===== src/hw/rtl/mde_pkg.sv =====
`timescale 1ns / 1ps

package mde_pkg;

    // Field widths.
    localparam int INT_W   = 10;
    localparam int DEN_W   = 20;
    localparam int SCALE_W = 7;
    localparam int Q_W     = DEN_W + SCALE_W;
    localparam int SUM_W   = Q_W + 1;
    localparam int P1_W    = 18;

    // One quotient bit per divider stage.
    localparam int DIV_STEPS = Q_W;

    // Request types.
    localparam logic REQ_PLL = 1'b0;
    localparam logic REQ_OUT = 1'b1;

    // Range limits of the integer part.
    localparam logic [INT_W-1:0] PLL_A_MIN = 10'd15;
    localparam logic [INT_W-1:0] PLL_A_MAX = 10'd90;
    localparam logic [INT_W-1:0] OUT_A_MIN = 10'd8;
    localparam logic [INT_W-1:0] OUT_A_MAX = 10'd900;

    localparam logic [2:0] CLK_IDX_MAX    = 3'd5;
    localparam logic [2:0] TARGET_MS_BASE = 3'd2;
    localparam logic [2:0] TARGET_NONE    = 3'd0;

    // P1 = sum - 512 must lie in 0 .. 2^18-1.
    localparam logic [SUM_W-1:0] P1_BASE = SUM_W'(512);
    localparam logic [SUM_W-1:0] P1_TOP  = SUM_W'(512 + (1 << P1_W) - 1);

    typedef struct packed {
        logic        req_type;
        logic        pll_select;
        logic [2:0]  clock_index;
        logic [9:0]  int_part;
        logic [19:0] numerator;
        logic [19:0] denominator;
        logic [7:0]  r_divider;
        logic [7:0]  phase;
    } t_mde_in;

    typedef struct packed {
        logic       ok;
        logic [2:0] target;
        logic [7:0] phase_out;
        logic [7:0] param_byte0;
        logic [7:0] param_byte1;
        logic [7:0] param_byte2;
        logic [7:0] param_byte3;
        logic [7:0] param_byte4;
        logic [7:0] param_byte5;
        logic [7:0] param_byte6;
        logic [7:0] param_byte7;
    } t_mde_out;

    // Item state carried through the divider stages. dq holds the dividend bits still
    // to be consumed in its upper part and the quotient bits built so far in its lower part.
    typedef struct packed {
        logic             ok;
        logic [2:0]       target;
        logic [7:0]       phase_out;
        logic [2:0]       r_code;
        logic [INT_W-1:0] int_part;
        logic [DEN_W-1:0] den;
        logic [DEN_W-1:0] rem;
        logic [Q_W-1:0]   dq;
    } t_div_stage;

endpackage


===== src/hw/rtl/mde_div_pipe.sv =====
`timescale 1ns / 1ps

module mde_div_pipe
    import mde_pkg::*;
(
    input  logic       i_clk,
    input  logic       i_rst_n,
    input  logic       i_en,
    input  logic       i_valid,
    input  t_div_stage i_stg,
    output logic       o_valid,
    output t_div_stage o_stg
);

    t_div_stage r_stg [DIV_STEPS];
    logic       r_vld [DIV_STEPS];

    for (genvar k = 0; k < DIV_STEPS; k++) begin : g_step
        t_div_stage     s_prev;
        t_div_stage     n_stg;
        logic           v_prev;
        logic [DEN_W:0] trial;
        logic [DEN_W+1:0] diff;
        logic           ge;

        if (k == 0) begin : g_first
            assign s_prev = i_stg;
            assign v_prev = i_valid;
        end else begin : g_rest
            assign s_prev = r_stg[k-1];
            assign v_prev = r_vld[k-1];
        end

        // Restoring step: bring down the next dividend bit and try to subtract.
        assign trial = {s_prev.rem, s_prev.dq[Q_W-1]};
        assign diff  = {1'b0, trial} - {2'b00, s_prev.den};
        assign ge    = ~diff[DEN_W+1];

        always_comb begin
            n_stg     = s_prev;
            n_stg.rem = ge ? diff[DEN_W-1:0] : trial[DEN_W-1:0];
            n_stg.dq  = {s_prev.dq[Q_W-2:0], ge};
        end

        always_ff @(posedge i_clk) begin
            if (!i_rst_n) begin
                r_vld[k] <= 1'b0;
            end else if (i_en) begin
                r_vld[k] <= v_prev;
            end
        end

        always_ff @(posedge i_clk) begin
            if (i_en) begin
                r_stg[k] <= n_stg;
            end
        end
    end

    assign o_valid = r_vld[DIV_STEPS-1];
    assign o_stg   = r_stg[DIV_STEPS-1];

endmodule


===== src/hw/rtl/multisynth_divider_encoder.sv =====
`timescale 1ns / 1ps
// Channel   Direction  Handshake          Payload
// request   in         i_valid / o_stall  i_data (t_mde_in)
// result    out        o_valid / i_stall  o_data (t_mde_out)
//
// One request is taken in every cycle in which o_stall is low; each gives one result.
// Each request passes through the divider, one quotient bit per stage over 27 stages,
// plus a decode stage in front and the packing stage that forms the output register.
// Reset is synchronous and active low; it clears the valid bits only.
// A stalled result freezes the whole pipeline, so o_stall follows i_stall while a result waits.

module multisynth_divider_encoder
    import mde_pkg::*;
(
    input  logic     i_clk,
    input  logic     i_rst_n,
    input  logic     i_valid,
    input  t_mde_in  i_data,
    output logic     o_stall,
    output logic     o_valid,
    output t_mde_out o_data,
    input  logic     i_stall
);

    // The pipeline advances whenever the output register is empty or its transfer completes.
    logic en;

    t_div_stage n_front;
    t_div_stage r_front;
    logic       r_front_vld;

    logic       div_vld;
    t_div_stage div_stg;

    t_mde_out   n_out;
    t_mde_out   r_out;
    logic       r_out_valid;

    logic [2:0] rdiv_code;
    logic       a_ok;

    assign en      = ~r_out_valid | ~i_stall;
    assign o_stall = ~en;

    // The R divider must be a single power of two; its code is the position of that bit.
    always_comb begin
        rdiv_code = 3'd0;
        for (int k = 0; k < 8; k++) begin
            if (i_data.r_divider[k]) begin
                rdiv_code = 3'(k);
            end
        end
    end

    // Decode stage: every check that does not need the quotient is done here,
    // and the numerator is scaled by 128 to form the dividend.
    always_comb begin
        n_front           = '0;
        n_front.int_part  = i_data.int_part;
        n_front.den       = i_data.denominator;
        n_front.rem       = '0;
        n_front.dq        = {i_data.numerator, {SCALE_W{1'b0}}};
        a_ok              = 1'b0;
        if (i_data.req_type == REQ_PLL) begin
            n_front.target    = {2'b00, i_data.pll_select};
            n_front.phase_out = '0;
            n_front.r_code    = '0;
            a_ok = (i_data.int_part >= PLL_A_MIN) && (i_data.int_part <= PLL_A_MAX);
            n_front.ok = a_ok;
        end else begin
            n_front.phase_out = i_data.phase;
            n_front.r_code    = rdiv_code;
            a_ok = (i_data.int_part >= OUT_A_MIN) && (i_data.int_part <= OUT_A_MAX);
            if (i_data.clock_index <= CLK_IDX_MAX) begin
                n_front.target = i_data.clock_index + TARGET_MS_BASE;
                n_front.ok     = a_ok && $onehot(i_data.r_divider);
            end else begin
                n_front.target = TARGET_NONE;
                n_front.ok     = 1'b0;
            end
        end
        // A zero denominator can never give a valid ratio.
        if (i_data.denominator == '0) begin
            n_front.ok = 1'b0;
        end
    end

    always_ff @(posedge i_clk) begin
        if (!i_rst_n) begin
            r_front_vld <= 1'b0;
        end else if (en) begin
            r_front_vld <= i_valid;
        end
    end

    always_ff @(posedge i_clk) begin
        if (en) begin
            r_front <= n_front;
        end
    end

    mde_div_pipe u_div (
        .i_clk   (i_clk),
        .i_rst_n (i_rst_n),
        .i_en    (en),
        .i_valid (r_front_vld),
        .i_stg   (r_front),
        .o_valid (div_vld),
        .o_stg   (div_stg)
    );

    // Packing stage: P1 from the quotient and the integer part, P2 is the remainder,
    // P3 the denominator. A failed request shows zero in all eight parameter bytes.
    logic [SUM_W-1:0] sum;
    logic [SUM_W-1:0] p1_full;
    logic [P1_W-1:0]  p1;
    logic [DEN_W-1:0] p2;
    logic [DEN_W-1:0] p3;
    logic             ok;

    assign sum     = SUM_W'({div_stg.int_part, {SCALE_W{1'b0}}}) + SUM_W'(div_stg.dq);
    assign p1_full = sum - P1_BASE;
    assign p1      = p1_full[P1_W-1:0];
    assign p2      = div_stg.rem;
    assign p3      = div_stg.den;
    assign ok      = div_stg.ok && (sum >= P1_BASE) && (sum <= P1_TOP);

    always_comb begin
        n_out           = '0;
        n_out.ok        = ok;
        n_out.target    = div_stg.target;
        n_out.phase_out = div_stg.phase_out;
        if (ok) begin
            n_out.param_byte0 = p3[15:8];
            n_out.param_byte1 = p3[7:0];
            n_out.param_byte2 = {1'b0, div_stg.r_code, 2'b00, p1[17:16]};
            n_out.param_byte3 = p1[15:8];
            n_out.param_byte4 = p1[7:0];
            n_out.param_byte5 = {p3[19:16], p2[19:16]};
            n_out.param_byte6 = p2[15:8];
            n_out.param_byte7 = p2[7:0];
        end
    end

    always_ff @(posedge i_clk) begin
        if (!i_rst_n) begin
            r_out_valid <= 1'b0;
        end else if (en) begin
            r_out_valid <= div_vld;
        end
    end

    always_ff @(posedge i_clk) begin
        if (en) begin
            r_out <= n_out;
        end
    end

    assign o_valid = r_out_valid;
    assign o_data  = r_out;

endmodule


===== config.mk =====
export PLATFORM = sky130hd
export DESIGN_NAME = multisynth_divider_encoder
export DESIGN_NICKNAME = d
export VERILOG_FILES = /design/src/hw/rtl/mde_pkg.sv /design/src/hw/rtl/mde_div_pipe.sv /design/src/hw/rtl/multisynth_divider_encoder.sv
export SDC_FILE = /design/constraint.sdc
export NUM_CORES = 2
export LEC_CHECK = 0
export BUFFER_PORTS_ARGS = -buffer_cell sky130_fd_sc_hd__buf_4
export CAP_MARGIN = 10
export CELL_PAD_IN_SITES_DETAIL_PLACEMENT = 0
export CELL_PAD_IN_SITES_GLOBAL_PLACEMENT = 1
export CORE_ASPECT_RATIO = 0.7
export CORE_MARGIN = 2
export CORE_UTILIZATION = 40
export DETAILED_ROUTE_END_ITERATION = 8
export PLACE_DENSITY_LB_ADDON = 0.1
export SYNTH_ARGS = -nofsm -noshare
export SYNTH_HDL_FRONTEND = slang
export SYNTH_HIERARCHICAL = 1
export SYNTH_SLANG_ARGS = --single-unit

===== constraint.sdc =====
create_clock -name i_clk -period 89.5 [get_ports i_clk]
set_input_delay 8.95 -clock i_clk [delete_from_list [all_inputs] [get_ports i_clk]]
set_output_delay 8.95 -clock i_clk [all_outputs]
set_load 0.05 [all_outputs]

## Word-level counts from Yosys, hierarchy flattened

Memories as Yosys holds them, arrays and structs flattened. A register that Yosys moved wholly into a read port is not among the register bits.
Cells that the tools add are included.

| storage, ports and cells | value |
|---|---|
| logic and storage cells | 202 |
| output and inout port bits | 78 |
| RAM bits | 2511 |
| input bits | 75 |
| latch bits | 0 |
| memory bits (read-only) | 0 |
| memories kept | 2 |
| register bits after elaboration | 142 |

Memory list:

| memory | words | bits a word | rd ports | clocked after Yosys merged registers in | write ports | line | source |
|---|---|---|---|---|---|---|---|
| u_div.r_stg | 27 | 92 | 27 | 0 | 27 | mde_div_pipe.sv:15 | `t_div_stage r_stg [DIV_STEPS];` |
| u_div.r_vld | 27 | 1 | 27 | 1 | 27 | mde_div_pipe.sv:16 | `logic r_vld [DIV_STEPS];` |

| operators by class | value |
|---|---|
| magnitude comparators | 7 |
| equality and inequality tests | 1 |
| mux-type cells | 68 |
| shifts and indexed selects | 0 |
| add/subtract/negate cells | 37 |
| $mul | 0 |
| div/mod/pow operators | 0 |
| bitwise gates (word level) | 58 |
| reductions and logical operators | 8 |

Operators with widths:

| cell | number |
|---|---|
| 21-bit by 20-bit subtractor with 22-bit output | 26 |
| 20-bit 2-to-1 mux | 27 |
| 1-bit 2-to-1 mux | 33 |
| 1-bit NOT | 30 |
| 17-bit by 27-bit adder with 28-bit output | 1 |
| 28-bit by 10-bit greater-or-equal comparator with 1-bit output, second input constant | 1 |
| 28-bit by 19-bit <= comparator with 1-bit output, second input constant | 1 |
| 1-bit OR | 28 |
| 1-bit by 20-bit subtractor with 21-bit output | 1 |
| 10-bit by 4-bit greater-or-equal comparator with 1-bit output, second input constant | 2 |
| 20-bit logical NOT | 1 |
| 3-bit 2-to-1 mux | 6 |
| 18-bit by 10-bit subtractor with 18-bit output, second input constant | 1 |
| 15-bit 2-to-1 mux | 1 |
| 10-bit <= comparator, second input constant | 1 |
| 10-bit by 7-bit <= comparator with 1-bit output, second input constant | 1 |
| 1-bit by 1-bit adder with 2-bit output | 4 |
| 2-bit by 2-bit adder with 3-bit output | 2 |
| 1-bit logical AND | 5 |
| 3-bit by 3-bit adder with 4-bit output | 1 |
| 4-bit by 1-bit == test with 1-bit output, second input constant | 1 |
| 4-bit 2-to-1 mux | 1 |
| 3-bit by 2-bit adder with 3-bit output, second input constant | 1 |
| 3-bit <= comparator, second input constant | 1 |
| 2 further kinds | 2 |

## Longest topological paths before layout

| depth | value |
|---|---|
| word-level depth | 8 |
| mapped depth | 13 |
| mapped depth without buffers | 13 |

## Hierarchy

The synthesis kept the hierarchy.

Modules (own cells, without submodules):

| module | sequential area each (µm²) | times used | cells an instance | area each (µm²) |
|---|---|---|---|---|
| mde_div_pipe | 75392.3 | 1 | 7396 | 107598.2 |
| multisynth_divider_encoder | 4184.0 | 1 | 522 | 7196.9 |

## Worst setup path after synthesis

OpenSTA, ideal clock, no wires.

| path | value |
|---|---|
| path type | input to output |
| start point | input i_stall |
| end point | output o_stall |
| required time | 80.550 ns |
| buffers on the path | 0 |
| data arrival time | 82.121 ns |
| path slack | -1.571 ns |
| stages | 2 |
| cell sequence | nand2_1 inv_1 |

| between the ends | value |
|---|---|
| longest elaborated chain between the ends | 3 |

Ends and longest elaborated chain:

| what | line | source |
|---|---|---|
| start: declaration | multisynth_divider_encoder.sv:22 | `input logic i_stall` |
| 1-bit NOT | multisynth_divider_encoder.sv:42 | `assign en = ~r_out_valid \| ~i_stall;` |
| 1-bit OR | multisynth_divider_encoder.sv:42 |  |
| 1-bit NOT | multisynth_divider_encoder.sv:43 | `assign o_stall = ~en;` |
| end: declaration | multisynth_divider_encoder.sv:19 | `output logic o_stall,` |

No other way between the ends.

## Worst setup path in the final report

| path | value |
|---|---|
| start point | input i_stall |
| end point | output o_stall |

| between the ends | value |
|---|---|
| longest elaborated chain between the ends | 3 |

Ends and longest elaborated chain:

| what | line | source |
|---|---|---|
| 1-bit NOT | multisynth_divider_encoder.sv:42 |  |
| 1-bit OR | multisynth_divider_encoder.sv:42 |  |
| net en | multisynth_divider_encoder.sv:26 | `logic en;` |
| 1-bit NOT | multisynth_divider_encoder.sv:43 |  |

The timed path passes the listed nets, and every way through them passes these cells.

==> impl_results.md <==
- Setup tns final: 0 ns
- Most frequent cells in the layout: edfxtp_1 (2,648), inv_1 (692), ha_1 (555)
- I/O Buffers: 149
- TritonCTS Buffers: 280
- Hold Crit Start: u_div/r_stg[23][15]$_DFFE_PP_
- Seq cells post-synth: 2,651
- Worst-case hold path end point: u_div/r_stg[24][16]$_DFFE_PP_
- Outcome: complete, no violations
- Async SR Flop Fraction: 0%
- CP Launch Type: primary input
- Crit path max-delay family: buffers and inverters
- Critical Path RT: 80.55 ns
- WS Path Type: in -> out
- Power Dens Cells: 34.1 nW/um2
- Routed length per instance: 18.2 um
- Ys flop type: edfxtp_1
- Filler instances: 25,000
- Final period util: 21.2%
- Most common cell after layout, fill and taps aside: edfxtp_1
- Total Routed Length: 225,000 um
- Die Width: 644 um
- Register area share after synthesis: 69.3%
- Yosys cell types: 99
- Total power: 4.42 mW
- Mapped Cells: 7,918
- R2r endpoint: u_div/r_stg[19][72]$_DFFE_PP_
- LEAKAGE: 51.3 nW
- Max cap viols: 0
- Clk slew on worst S/H paths: 0.06 ns
- CTS sink cnt: 2,651
- WP buf/inv: 3
- Global route overflow: 0
- Fmax: 52.8 MHz
- CTS Hold Bufs: 0
- IO Pins: 153
- Row count: 164
- Initial core utilization: 40.2%
- Vias per inst: 4.98
- Largest net degree at the start of global routing: 183
- Yosys Warn Count: 6
- Die footprint: 291,000 um2
- Worst Hold Class: reg -> reg
- Count of final hold-check violations: 0
- Root buffer cell: clkbuf_16
- Unrepaired setup endpoints after global routing: false
- RR Startpoint: o_valid$_SDFFE_PN0N_
- 1st-pass router iterations: 5
- Critical path peak fanout: 100
- Reg2reg setup slack: 82.67 ns
- Worst hold slack: 0.389 ns
- Area grow syn2layout: 12.9%
- Synthesized area: 115,000 um2
- Htree depth: 5
- Clock Latency Late Sink: 0.87 ns
- Arrival time worst endpoint: 9.99 ns
- Setup-failing EPs final: 0
- Most frequent CP cell: buf_4
- Post-synth EDFFs: 2,648
- Total track usage: 15.2%
- Final Max Slew Viols: 0
- Via count: 61,500
- Core footprint: 285,000 um2
- CTS tree: done
- Max clock buf depth: 4
- Largest stage delay, worst path: 0.46 ns
- Hold path depth: 0
- Critical Path Slowest Stage Cell: nand2_8
- Layout Nets: 8,976
- Final Skew: 0.0485 ns
- Worst-Margin Slew: 1.20 ns
- Post-cts resize count: 0
- DRT antenna net count: 0
- Routability congestion estimate: 0.841
- Initial antenna violation count: 11
- Fin crit period: 18.94 ns
- R2R cell count: 8
- Global-route wire length before repair: 349,000 um
- Share of cells above drive strength 1: 10.8%
- Critical path cell sequence: buf_4 > nand2_8 > inv_1 > buf_4
- CP Capture Type: output port
- Postcts setup bufs: 0
- Die H: 452 um
- Vias in the first global route: 58,400
- Drt first-iter violations: 4,830
- DRC errors left: 0
- Worst slew margin: 20.3%
- Synthesized area per cell: 14.5 um2
- Final HPWL DP: 155,000 um
- Worst vdd ir: 15.5 uV
==> state kept, by name, indices dropped and copies added, names as in the netlist <==
register and cells:
u_div/r_vld 27, u_div/r_stg 2484, o_data 73, o_valid 1, r_front 65, r_front_vld 1
==> layout make-up <==
class	count	area, um2	area share, %
antenna	2	5.00	0.00386
clock buffer	341	7440	5.74
clock inverter	151	1380	1.07
inverter	692	2600	2.00
multi-input combinational	4473	32200	24.8
sequential	2651	79600	61.4
tap	3818	4780	3.69
timing repair buffer	216	1660	1.28
==> metal layers <==
| metal | track usage, % | vias to the layer above | share of wire, % |
|---|---|---|---|
| met5 | 0 | - | 0.0089 |
| met4 | 4.00 | 2 | 2.4 |
| met3 | 3.36 | 334 | 5.6 |
| met2 | 18.7 | 1183 | 36 |
| met1 | 25.9 | 29500 | 56 |
| li1 | - | 30500 | - |
==> report_power, final <==
group | internal [mW] | leakage (nW) | switching, mW | total, mW
registers | 1.72 | 28.3 | 0.155 | 1.88
clock network | 0.654 | 4.31 | 0.471 | 1.12
logic | 0.597 | 18.7 | 0.815 | 1.41
total | 2.97 | 51.3 | 1.44 | 4.42
==> cells in the mapped netlist, types with 19 or more instances <==
library cell  instances  area share, %
o21bai_1             34           0.22
and3_1               83           0.45
a21o_1              155            1.0
nand3_1              59           0.26
a211oi_1             67           0.44
a21oi_1             483            2.1
nor2_1              399            1.3
nand2_1             491            1.6
clkbuf_1             79           0.26
o21a_1              102           0.67
edfxtp_1           2648             69
xnor2_1             207            1.6
ha_1                555            6.0
a21boi_0             27           0.18
o22ai_1              19           0.10
o31ai_1              40           0.26
o211ai_1             30           0.20
fa_1                 32           0.56
nor2b_1              92           0.50
nand2b_1             88           0.48
a31oi_1              68           0.37
xor2_1              199            1.5
inv_1               692            2.3
a211o_1              21           0.16
a2111oi_2            60           0.78
nor3_1               84           0.37
buf_2                47           0.20
or3_1                27           0.15
mux2_2              157            1.5
nand4_1              31           0.17
o21ai_0             483            2.1
and2_1               28           0.15
==> worst max-delay path by stage <==
stage | startpoint | endpoint | slack (ns) | cells past startpoint
after floorplan | i_stall | o_stall | 30.43 | 2
after global placement | i_stall | o_stall | 70.51 | 4
after detailed placement | i_stall | o_stall | 70.48 | 4
after CTS | i_stall | o_stall | 70.47 | 4
after global routing | i_stall | o_stall | 70.43 | 4
final | i_stall | o_stall | 70.56 | 4
==> worst reg2reg max path, cell delays in order (launching register included) <==
cell and delay, ns:
dfxtp_1 0.36, nand2_8 0.50, buf_4 0.78, buf_4 0.60, buf_4 0.86, buf_4 0.56
buf_4 0.79, buf_4 0.89, buf_4 1.07
==> cell families (layout without fill, tap and decap cells) <==
family,count (synthesis),after routing,synth area share [%]
flip-flops,2651,2651,69.3
AO/OA/AOI/OAI,1801,1801,10.4
AND/OR/NAND/NOR,1452,1452,5.90
buffers and inverters,844,1400,2.93
adder cells (fa/ha/maj),587,587,6.61
XOR/XNOR,406,406,3.10
multiplexers,176,176,1.71
other,1,53,0.00327
==> through the flow <==
step | instance area [um2] | cells | worst slack (ns) | utilization [%]
2_1_floorplan | 115000 | 7968 | 30.43 | -
3_3_place_gp | 121000 | 11900 | 70.51 | 42.3
3_5_place_dp | 121000 | 11900 | 70.48 | 42.3
4_1_cts | 130000 | 12300 | 70.47 | 45.4
5_1_grt | 130000 | 12300 | 70.43 | 45.4
6_report | 130000 | 12300 | 70.56 | 45.4
Note: power is estimated with default switching activity, not from simulation.
